===== config.mk =====
export PLATFORM = sky130hd
export DESIGN_NAME = link_break_detect_recovery
export DESIGN_NICKNAME = d
export VERILOG_FILES = /design/src/rtl/lbd_pkg.sv /design/src/rtl/link_break_detect_recovery.sv
export SDC_FILE = /design/constraint.sdc
export NUM_CORES = 1
export LEC_CHECK = 0
export BUFFER_PORTS_ARGS = -buffer_cell sky130_fd_sc_hd__buf_4
export CAP_MARGIN = 30
export CORE_UTILIZATION = 60
export DETAILED_ROUTE_END_ITERATION = 16
export GPL_TIMING_DRIVEN = 0
export PLACE_DENSITY = 0.79
export SLEW_MARGIN = 20
export SYNTH_ARGS = -nofsm -noshare
export SYNTH_HDL_FRONTEND = slang
export SYNTH_SLANG_ARGS = --single-unit

===== constraint.sdc =====
create_clock -name aclk -period 5.15 [get_ports aclk]
set_input_delay 0.7725 -clock aclk [delete_from_list [all_inputs] [get_ports aclk]]
set_output_delay 0.7725 -clock aclk [all_outputs]
set_load 0.05 [all_outputs]

===== src/rtl/lbd_pkg.sv =====
// shared types and constants for the link break supervisor
package lbd_pkg;

    // request codes
    localparam logic [1:0] FUNC_TICK   = 2'd0;
    localparam logic [1:0] FUNC_REPORT = 2'd1;
    localparam logic [1:0] FUNC_EVAL   = 2'd2;
    localparam logic [1:0] FUNC_INIT   = 2'd3;

    // link sequence codes
    localparam logic [2:0] LINK_NORMAL  = 3'd0;
    localparam logic [2:0] LINK_BREAK   = 3'd1;
    localparam logic [2:0] LINK_VERIFY  = 3'd2;
    localparam logic [2:0] LINK_SUCCESS = 3'd3;
    localparam logic [2:0] LINK_FAILED  = 3'd4;

    // configuration register indexes
    localparam logic [2:0] CFG_ACCUM_START = 3'd0;
    localparam logic [2:0] CFG_BREAK_THR   = 3'd1;
    localparam logic [2:0] CFG_VERIFY_THR  = 3'd2;
    localparam logic [2:0] CFG_WINDOW_MS   = 3'd3;
    localparam logic [2:0] CFG_MASK_MS     = 3'd4;
    localparam logic [2:0] CFG_ATTEMPTS    = 3'd5;

    // configuration reset values
    localparam logic [7:0]  RST_ACCUM_START = 8'd5;
    localparam logic [7:0]  RST_BREAK_THR   = 8'd25;
    localparam logic [7:0]  RST_VERIFY_THR  = 8'd5;
    localparam logic [15:0] RST_WINDOW_MS   = 16'd4000;
    localparam logic [15:0] RST_MASK_MS     = 16'd1500;
    localparam logic [3:0]  RST_ATTEMPTS    = 4'd3;

    typedef struct packed {
        logic [1:0] func;
        logic [3:0] chip_index;
        logic [7:0] error_increment;
    } in_t;

    typedef struct packed {
        logic [2:0] link_state;
        logic [4:0] break_position;
        logic       noncritical_fault;
        logic       critical_latched;
        logic       recovered_once;
        logic       startup_masked;
        logic       reroute_pulse;
        logic       comm_break_pulse;
        logic       status_send_pulse;
    } out_t;

endpackage


===== src/rtl/link_break_detect_recovery.sv =====
// link break supervisor: error sums, timers and break recovery sequence
//
//  channel  | signals                          | moves
//  ---------+----------------------------------+-------------------------------
//  s_       | s_valid s_ready s_data           | one request (tick/report/eval/init)
//  m_       | m_valid m_ready m_data           | one status result per request
//  cfg_     | cfg_valid cfg_ready cfg_index/data | one register write
//
// tick and init go from dispatch to the result; a report adds a sum write step.
// an evaluate step that scans the sums runs from its start chip to the last;
// the scan reads one chip sum a cycle from the sum memory through one comparator.
// reset is synchronous, active low; the sums are cleared at once through
// per-chip valid bits, so no clearing pass is needed.
// s_ready is low from accept until the result is taken on the m_ side.
module link_break_detect_recovery #(
    parameter int CHAIN_LENGTH = 16
) (
    input  logic          aclk,
    input  logic          aresetn,
    input  logic          s_valid,
    output logic          s_ready,
    input  lbd_pkg::in_t  s_data,
    output logic          m_valid,
    input  logic          m_ready,
    output lbd_pkg::out_t m_data,
    input  logic          cfg_valid,
    output logic          cfg_ready,
    input  logic [2:0]    cfg_index,
    input  logic [15:0]   cfg_data
);
    import lbd_pkg::*;

    localparam int AW  = (CHAIN_LENGTH > 1) ? $clog2(CHAIN_LENGTH) : 1;
    localparam int BPW = $clog2(CHAIN_LENGTH + 1);
    localparam int IW  = (AW > 4) ? AW : 4;
    localparam int BPX = (BPW > 5) ? BPW : 5;
    localparam logic [AW-1:0] LAST = AW'(CHAIN_LENGTH - 1);

    // sequencer codes
    localparam logic [2:0] SEQ_IDLE   = 3'd0;
    localparam logic [2:0] SEQ_DISP   = 3'd1;
    localparam logic [2:0] SEQ_ADD    = 3'd2;
    localparam logic [2:0] SEQ_SCAN   = 3'd3;
    localparam logic [2:0] SEQ_FINISH = 3'd4;
    localparam logic [2:0] SEQ_OUT    = 3'd5;

    // scan modes
    localparam logic [1:0] MODE_SPIKE  = 2'd0;
    localparam logic [1:0] MODE_BREAK  = 2'd1;
    localparam logic [1:0] MODE_VERIFY = 2'd2;

    // configuration registers
    logic [7:0]  accum_thr_reg, break_thr_reg, verify_thr_reg;
    logic [15:0] window_ms_reg, mask_ms_reg;
    logic [3:0]  attempt_lim_reg;

    // block state
    logic [2:0]        seq_reg, seq_next;
    logic [2:0]        link_reg, link_next;
    logic [BPW-1:0]    bp_reg, bp_next;
    logic [3:0]        attempt_reg, attempt_next;
    logic              recovered_reg, recovered_next;
    logic              latched_reg, latched_next;
    logic              fault_reg, fault_next;
    logic              win_act_reg, win_act_next;
    logic [15:0]       win_rem_reg, win_rem_next;
    logic [15:0]       mask_rem_reg, mask_rem_next;
    logic [CHAIN_LENGTH-1:0] sum_vld_reg, sum_vld_next;

    // pulses of the current request
    logic reroute_reg, reroute_next;
    logic comm_reg, comm_next;
    logic status_reg, status_next;

    // captured request
    in_t  req_reg;

    // scan engine
    logic [1:0]    mode_reg, mode_next;
    logic [AW-1:0] ptr_reg, ptr_next;
    logic [AW-1:0] idx_reg, idx_next;
    logic          issue_reg, issue_next;
    logic          pend_reg, pend_next;
    logic          hit_reg, hit_next;
    logic          all_reg, all_next;
    logic [AW-1:0] first_reg, first_next;

    // sum memory and its registered read port
    logic [15:0]   sum_mem [CHAIN_LENGTH];
    logic [15:0]   rd_data_reg;
    logic          rd_vld_reg;
    logic [AW-1:0] rd_addr;
    logic          mem_we;

    // derived values
    logic [IW-1:0]  chip_ext;
    logic [AW-1:0]  chip_addr;
    logic           chip_ok;
    logic [15:0]    cur_sum;
    logic [16:0]    add_sum;
    logic [15:0]    sat_sum;
    logic [7:0]     scan_thr;
    logic           scan_gt;
    logic [AW-1:0]  scan_start;
    logic [BPX-1:0] bp_ext;

    assign chip_ext  = IW'(req_reg.chip_index);
    assign chip_addr = chip_ext[AW-1:0];
    assign chip_ok   = (32'(req_reg.chip_index) < CHAIN_LENGTH);
    assign cur_sum   = rd_vld_reg ? rd_data_reg : 16'd0;
    assign add_sum   = {1'b0, cur_sum} + {9'd0, req_reg.error_increment};
    assign sat_sum   = add_sum[16] ? 16'hFFFF : add_sum[15:0];
    assign scan_start = (bp_reg == '0) ? '0 : AW'(bp_reg - 1'b1);
    assign rd_addr   = (seq_reg == SEQ_SCAN) ? ptr_reg : chip_addr;
    assign mem_we    = (seq_reg == SEQ_ADD);

    // shared compare unit
    always_comb begin
        case (mode_reg)
            MODE_SPIKE:  scan_thr = accum_thr_reg;
            MODE_BREAK:  scan_thr = break_thr_reg;
            default:     scan_thr = verify_thr_reg;
        endcase
    end
    assign scan_gt = (cur_sum > {8'd0, scan_thr});

    // handshakes and result
    assign s_ready   = (seq_reg == SEQ_IDLE);
    assign m_valid   = (seq_reg == SEQ_OUT);
    assign cfg_ready = 1'b1;
    assign bp_ext    = BPX'(bp_reg);

    always_comb begin
        m_data.link_state        = link_reg;
        m_data.break_position    = bp_ext[4:0];
        m_data.noncritical_fault = fault_reg;
        m_data.critical_latched  = latched_reg;
        m_data.recovered_once    = recovered_reg;
        m_data.startup_masked    = (mask_rem_reg != 16'd0);
        m_data.reroute_pulse     = reroute_reg;
        m_data.comm_break_pulse  = comm_reg;
        m_data.status_send_pulse = status_reg;
    end

    // sequencer and state update
    always_comb begin
        seq_next       = seq_reg;
        link_next      = link_reg;
        bp_next        = bp_reg;
        attempt_next   = attempt_reg;
        recovered_next = recovered_reg;
        latched_next   = latched_reg;
        fault_next     = fault_reg;
        win_act_next   = win_act_reg;
        win_rem_next   = win_rem_reg;
        mask_rem_next  = mask_rem_reg;
        sum_vld_next   = sum_vld_reg;
        reroute_next   = reroute_reg;
        comm_next      = comm_reg;
        status_next    = status_reg;
        mode_next      = mode_reg;
        ptr_next       = ptr_reg;
        idx_next       = idx_reg;
        issue_next     = issue_reg;
        pend_next      = pend_reg;
        hit_next       = hit_reg;
        all_next       = all_reg;
        first_next     = first_reg;

        case (seq_reg)
            SEQ_IDLE: begin
                if (s_valid) begin
                    reroute_next = 1'b0;
                    comm_next    = 1'b0;
                    status_next  = 1'b0;
                    seq_next     = SEQ_DISP;
                end
            end

            SEQ_DISP: begin
                seq_next = SEQ_OUT;
                case (req_reg.func)
                    FUNC_TICK: begin
                        if (mask_rem_reg != 16'd0)
                            mask_rem_next = mask_rem_reg - 16'd1;
                        if (win_act_reg && win_rem_reg != 16'd0)
                            win_rem_next = win_rem_reg - 16'd1;
                    end
                    FUNC_REPORT: begin
                        if (chip_ok)
                            seq_next = SEQ_ADD;
                    end
                    FUNC_INIT: begin
                        mask_rem_next  = mask_ms_reg;
                        win_act_next   = 1'b0;
                        win_rem_next   = 16'd0;
                        link_next      = LINK_NORMAL;
                        bp_next        = '0;
                        attempt_next   = 4'd0;
                        recovered_next = 1'b0;
                        latched_next   = 1'b0;
                        sum_vld_next   = '0;
                        status_next    = 1'b1;
                    end
                    default: begin
                        // evaluate step
                        hit_next   = 1'b0;
                        all_next   = 1'b1;
                        first_next = '0;
                        pend_next  = 1'b0;
                        issue_next = 1'b1;
                        case (link_reg)
                            LINK_NORMAL: begin
                                if (recovered_reg) begin
                                    sum_vld_next = '0;
                                end else if (!win_act_reg) begin
                                    mode_next = MODE_SPIKE;
                                    ptr_next  = '0;
                                    seq_next  = SEQ_SCAN;
                                end else if (win_rem_reg == 16'd0) begin
                                    win_act_next = 1'b0;
                                    mode_next    = MODE_BREAK;
                                    ptr_next     = '0;
                                    seq_next     = SEQ_SCAN;
                                end
                            end
                            LINK_BREAK: begin
                                status_next  = 1'b1;
                                reroute_next = 1'b1;
                                comm_next    = (bp_reg > BPW'(1));
                                sum_vld_next = '0;
                                link_next    = LINK_VERIFY;
                            end
                            LINK_VERIFY: begin
                                status_next = 1'b1;
                                if (attempt_reg >= attempt_lim_reg) begin
                                    link_next = LINK_FAILED;
                                end else begin
                                    mode_next = MODE_VERIFY;
                                    ptr_next  = scan_start;
                                    seq_next  = SEQ_SCAN;
                                end
                            end
                            LINK_SUCCESS: begin
                                status_next = 1'b1;
                                fault_next  = 1'b0;
                                link_next   = LINK_NORMAL;
                            end
                            LINK_FAILED: begin
                                if (!latched_reg) begin
                                    status_next    = 1'b1;
                                    recovered_next = 1'b0;
                                    latched_next   = 1'b1;
                                end
                                sum_vld_next = '0;
                            end
                            default: begin
                            end
                        endcase
                    end
                endcase
            end

            // saturating add into the reported chip
            SEQ_ADD: begin
                sum_vld_next[chip_addr] = 1'b1;
                seq_next = SEQ_OUT;
            end

            // one read issued and one sum compared per cycle
            SEQ_SCAN: begin
                if (issue_reg) begin
                    idx_next  = ptr_reg;
                    pend_next = 1'b1;
                    if (ptr_reg == LAST)
                        issue_next = 1'b0;
                    else
                        ptr_next = ptr_reg + 1'b1;
                end else begin
                    pend_next = 1'b0;
                end
                if (pend_reg) begin
                    if (mode_reg == MODE_BREAK) begin
                        if (!hit_reg) begin
                            if (scan_gt) begin
                                hit_next   = 1'b1;
                                first_next = idx_reg;
                            end
                        end else if (!scan_gt) begin
                            all_next = 1'b0;
                        end
                    end else if (scan_gt) begin
                        hit_next = 1'b1;
                    end
                    if (idx_reg == LAST)
                        seq_next = SEQ_FINISH;
                end
            end

            // act on the scan result
            SEQ_FINISH: begin
                seq_next = SEQ_OUT;
                case (mode_reg)
                    MODE_SPIKE: begin
                        if (hit_reg) begin
                            win_act_next = 1'b1;
                            win_rem_next = window_ms_reg;
                        end else begin
                            sum_vld_next = '0;
                        end
                    end
                    MODE_BREAK: begin
                        if (hit_reg && all_reg) begin
                            link_next  = LINK_BREAK;
                            bp_next    = BPW'(first_reg) + BPW'(1);
                            fault_next = 1'b1;
                        end
                        sum_vld_next = '0;
                    end
                    default: begin
                        sum_vld_next = '0;
                        if (!hit_reg) begin
                            link_next      = LINK_SUCCESS;
                            recovered_next = 1'b1;
                        end
                        attempt_next = attempt_reg + 4'd1;
                    end
                endcase
            end

            SEQ_OUT: begin
                if (m_ready)
                    seq_next = SEQ_IDLE;
            end

            default: begin
                seq_next = SEQ_IDLE;
            end
        endcase
    end

    // control registers
    always_ff @(posedge aclk) begin
        if (!aresetn) begin
            seq_reg       <= SEQ_IDLE;
            link_reg      <= LINK_NORMAL;
            bp_reg        <= '0;
            attempt_reg   <= 4'd0;
            recovered_reg <= 1'b0;
            latched_reg   <= 1'b0;
            fault_reg     <= 1'b0;
            win_act_reg   <= 1'b0;
            win_rem_reg   <= 16'd0;
            mask_rem_reg  <= 16'd0;
            sum_vld_reg   <= '0;
            reroute_reg   <= 1'b0;
            comm_reg      <= 1'b0;
            status_reg    <= 1'b0;
            issue_reg     <= 1'b0;
            pend_reg      <= 1'b0;
        end else begin
            seq_reg       <= seq_next;
            link_reg      <= link_next;
            bp_reg        <= bp_next;
            attempt_reg   <= attempt_next;
            recovered_reg <= recovered_next;
            latched_reg   <= latched_next;
            fault_reg     <= fault_next;
            win_act_reg   <= win_act_next;
            win_rem_reg   <= win_rem_next;
            mask_rem_reg  <= mask_rem_next;
            sum_vld_reg   <= sum_vld_next;
            reroute_reg   <= reroute_next;
            comm_reg      <= comm_next;
            status_reg    <= status_next;
            issue_reg     <= issue_next;
            pend_reg      <= pend_next;
        end
    end

    // scan datapath and captured request
    always_ff @(posedge aclk) begin
        mode_reg  <= mode_next;
        ptr_reg   <= ptr_next;
        idx_reg   <= idx_next;
        hit_reg   <= hit_next;
        all_reg   <= all_next;
        first_reg <= first_next;
        if (s_valid && s_ready)
            req_reg <= s_data;
    end

    // configuration registers
    always_ff @(posedge aclk) begin
        if (!aresetn) begin
            accum_thr_reg   <= RST_ACCUM_START;
            break_thr_reg   <= RST_BREAK_THR;
            verify_thr_reg  <= RST_VERIFY_THR;
            window_ms_reg   <= RST_WINDOW_MS;
            mask_ms_reg     <= RST_MASK_MS;
            attempt_lim_reg <= RST_ATTEMPTS;
        end else if (cfg_valid && cfg_ready) begin
            case (cfg_index)
                CFG_ACCUM_START: accum_thr_reg   <= cfg_data[7:0];
                CFG_BREAK_THR:   break_thr_reg   <= cfg_data[7:0];
                CFG_VERIFY_THR:  verify_thr_reg  <= cfg_data[7:0];
                CFG_WINDOW_MS:   window_ms_reg   <= cfg_data;
                CFG_MASK_MS:     mask_ms_reg     <= cfg_data;
                CFG_ATTEMPTS:    attempt_lim_reg <= cfg_data[3:0];
                default: begin
                end
            endcase
        end
    end

    // sum memory, one write and one registered read per cycle
    always_ff @(posedge aclk) begin
        if (mem_we)
            sum_mem[chip_addr] <= sat_sum;
        rd_data_reg <= sum_mem[rd_addr];
        rd_vld_reg  <= sum_vld_reg[rd_addr];
    end

endmodule

==> impl_summary.md <==
Power
IR analysis of the VDD net gives a maximum drop of 312 uV. The share of total power dissipated in sequential elements is 0.439. The internal power contribution is 6.63 mW. Power comes to 9.44 mW.

The switching part of the total power is 0.298. In this run the power spent charging and discharging nets is 2.81 mW. The relative contribution of the clock network to total power is 0.348. Power spread over the standard cell area amounts to 432 nW/um^2. The power share of the combinational group is 0.213. The leakage power total is between 8 and 9 nW.

Placed design
Routability-driven placement finished with a final weighted congestion of 0.978. The post-DP HPWL is 34.2 mm. Prior to clock tree synthesis, the placed netlist has a worst setup slack of 0.596 ns. Port buffering added 54 buffers.

Floorplan
The starting utilization of the core area is 0.609. In this run the standard cell core region covers 31500 sq um. The die is ~180 um tall. The die outline width is between 150 and 200 um. Row generation in the floorplan step produced between 60 and 70 rows. The overall die area is 32700 sq um. The I/O pin count is 56.

Global routing
The initial antenna violation count came to 0. The aggregate global routing overflow is 0. The number of global-route vias before repair was 14.2k.

The first global-routing pass estimated 77.3 mm of wire. The pin count of the biggest net entering global routing is 17. The global-route usage over all layers is 0.305.

Timing
Setup violations remaining at the end of the flow were counted as 0. The minimum setup slack in the final design is 0.572 ns. Hold timing on the final database bottoms out at a slack of 0.388 ns. Across the routed clock network, the largest skew measured is around 0.028 ns. Measured against its own limit, the worst slew margin works out to 0.387. Setup repair after global routing left no endpoint under its margin. The actual transition at the worst max-transition pin is 0.918 ns.

The final worst-path cycle share is 0.889. The number of hold violations in the final report is 0. The number of max-slew violations in the final report came to 0. Adding up every negative setup slack in the final design gives 0 ns.

The top achievable clock speed is 218 MHz. The shortest clock period the worst path allows after layout is 4.58 ns.

Clocking
Post-CTS timing repair inserted 0 buffers for setup. The number of levels in the clock H-tree is 2. The CTS root buffer is sky130_fd_sc_hd__clkbuf_16. The clock net in this run drives a total of 435 sinks. At the later pin of the worst-skew pair, clock insertion delay measures 0.57 ns.

Clock-pin slew was measured on the worst setup and hold paths at roughly 0.060 ns. The clock passes through at most 3 buffers. The number of gates resized after cts is 0. The number of CTS-inserted buffers is 45. TritonCTS built the clock tree.

The quantity of hold-fixing buffers added after cts is 0.

Route
After detailed routing, the average wire length per cell comes to 21.1 um. The first detailed-routing pass took 6 iterations. The via-per-instance ratio is 6.17. The final route contains 14.6k vias. The number of remaining DRC errors is 0. The count of nets left with antenna violations once routing finished came out at 0. The violation count after the first detailed-route iteration is 1718. For this block, the routed nets add up to 49.8 mm of wire.

Synth
The async set-or-reset flop fraction in the synthesized netlist is 0. The average instance area after synthesis is 10.6 sq um. The number of distinct library cells after synthesis is 75.

The portion of synthesized area spent on multiplexers is 0.0377. The combinational family with the most area after synthesis is simple AND/OR/NAND/NOR gates. The compound-cell area share of the yosys netlist is 0.115. The simple-gate share of the synthesized area is 0.181.

Sorting the synthesized cells by area gives the leading types as sky130_fd_sc_hd__edfxtp_1 (45%), sky130_fd_sc_hd__dfxtp_1 (16%), sky130_fd_sc_hd__nand2_1 (8.5%). The number of synthesized register bits is 435. In the synthesized netlist the dominant register cell turns out to be sky130_fd_sc_hd__edfxtp_1. The library cell with the largest summed area after synthesis is sky130_fd_sc_hd__edfxtp_1. Of the total synthesized cell area, the portion taken by XOR and XNOR cells is 0.00960. The Yosys step of the flow raised 0 warnings. After technology mapping, the gate count stands at 1800. The number of enable-type register cells in the synthesized netlist is 286. The post-synthesis sequential area ratio is 0.604. The share of synthesized area in the top cell type comes to 0.448.

Summing every instance area after synthesis gives 19200 sq um. The adder and majority gate portion of the synthesized area is 0.0213. The net count after synthesis is roughly 1.9k.

Critical path
In this run the critical register-to-register path is launched from rd_vld_reg. The biggest fanout along the worst timing path is 16. STA puts the critical path data arrival time at 4.84 ns. The kind of launch point of the worst setup path is a flip-flop. The kind of critical path is reg2reg.

The first element of the critical path is rd_vld_reg. The kind of end point of the critical path is a flip-flop. The data required time of the worst path is 5.41 ns.

Cells and area
Relative to the synthesized area, the layout overhead comes to 14.1%. In the final layout, the share of cells above drive strength 1 is 0.104. The number of nets at the end of the flow is 1995. Across the whole layout, storage elements account for 11600 sq um. The register with the most flip-flops in the layout has 256 of them.

The number of filler cells placed in the layout is 2208. The largest register by flop count is sum_mem. At the end of the flow the core is filled with cells to 0.695. In the final layout, the multi-input gates occupy ~7000 sq um.

Run
The tool flagged a number of max-cap violations equal to 0.

Status
The flow ran to the end, and the final reports show no timing, DRC or antenna violations.

Worst hold path
In this run the most critical hold path is launched from s_data[5]. The class of the worst hold path is in2reg.
area by class of cell:
cell class / instances / area share
diodes: 1 / 0.000114
plain buffers: 112 / 0.0220
clock buffers: 61 / 0.0565
clock inverters: 22 / 0.0128
inverters: 34 / 0.00584
multi-input cells: 1219 / 0.322
flip-flops and latches: 435 / 0.529
well taps: 402 / 0.0230
repair buffers: 78 / 0.0285
metrics by stage:
stage	cells	area (sq um)
6_report	2364	21900
5_1_grt	2363	21900
4_1_cts	2362	21900
3_5_place_dp	2279	20300
3_3_place_gp	2256	20100
2_1_floorplan	1800	19200
Yosys cell counts, drive strengths merged, types with 8 or more instances:
cell / n
mux2i: 70
nand4: 8
a21oi: 49
a32oi: 20
nor2b: 29
nand2: 436
xnor2: 11
nor3: 27
o21ai: 89
ha: 31
and3: 10
nor4: 9
xor2: 10
a21boi: 50
a32o: 8
a31o: 9
buf: 35
nand3b: 19
inv: 34
nor2: 85
nand3: 89
o221ai: 17
clkbuf: 77
edfxtp: 286
dfxtp: 149
nand2b: 12
and2: 16
nor3b: 8
a31oi: 10
cell usage in the layout, fill, tap and decap left out, drive strengths merged, types with 20 or more instances in the layout:
cell type	count
a21boi	50
a21oi	49
a32oi	20
buf	112
clkbuf	139
dfxtp	149
edfxtp	286
ha	31
inv	34
mux2i	70
nand2	436
nand3	89
nor2	85
nor2b	29
nor3	27
o21ai	89
power groups by stage:
stage / Sequential, mW / Combinational (mW) / Clock, mW
after floorplan: 4.18 / 1.34 / 0
after global placement: 4.21 / 1.87 / 0
after detailed placement: 4.21 / 1.95 / 0
after CTS: 4.14 / 1.97 / 3.30
after global routing: 4.16 / 2.18 / 3.43
final: 4.14 / 2.01 / 3.29
logic make-up (layout without fill, tap and decap cells):
kind of cell,Yosys count,in the layout
adder cells (fa/ha/maj),32,32
flip-flops,435,435
XOR/XNOR,21,21
AND/OR/NAND/NOR,770,770
other,1,2
buffers and inverters,146,307
multiplexers,72,72
AO/OA/AOI/OAI,323,323
layer usage:
| metal | up-vias | track usage | routed length (um) |
|---|---|---|---|
| li1 | 6703 | - | - |
| met1 | 6992 | 0.388 | 19500 |
| met2 | 738 | 0.518 | 24100 |
| met3 | 145 | 0.0409 | 3910 |
| met4 | 0 | 0.142 | 2250 |
| met5 | - | 0 | 0 |
critical path, stage by stage, from the launching register on:
cell,delay (ns)
sky130_fd_sc_hd__dfxtp_1,0.35
sky130_fd_sc_hd__clkbuf_1,0.32
sky130_fd_sc_hd__clkbuf_1,0.42
sky130_fd_sc_hd__and2_1,0.22
sky130_fd_sc_hd__ha_1,0.21
sky130_fd_sc_hd__inv_1,0.07
sky130_fd_sc_hd__fa_1,0.40
sky130_fd_sc_hd__nand2b_1,0.19
sky130_fd_sc_hd__a31oi_1,0.31
sky130_fd_sc_hd__o221a_2,0.30
sky130_fd_sc_hd__o21bai_1,0.15
sky130_fd_sc_hd__or3_1,0.52
sky130_fd_sc_hd__clkbuf_1,0.29
sky130_fd_sc_hd__nand2_1,0.55
path summary, 6_finish.rpt:
path	to	slack (ns)	cells after the start
setup / recovery	sum_mem[2][1]	0.57	13
hold reg to reg	accum_thr_reg[7]	0.46	2
hold / removal	req_reg[5]	0.39	1
setup reg to reg	sum_mem[2][1]	0.57	13
(Power assumes the default switching activity.)
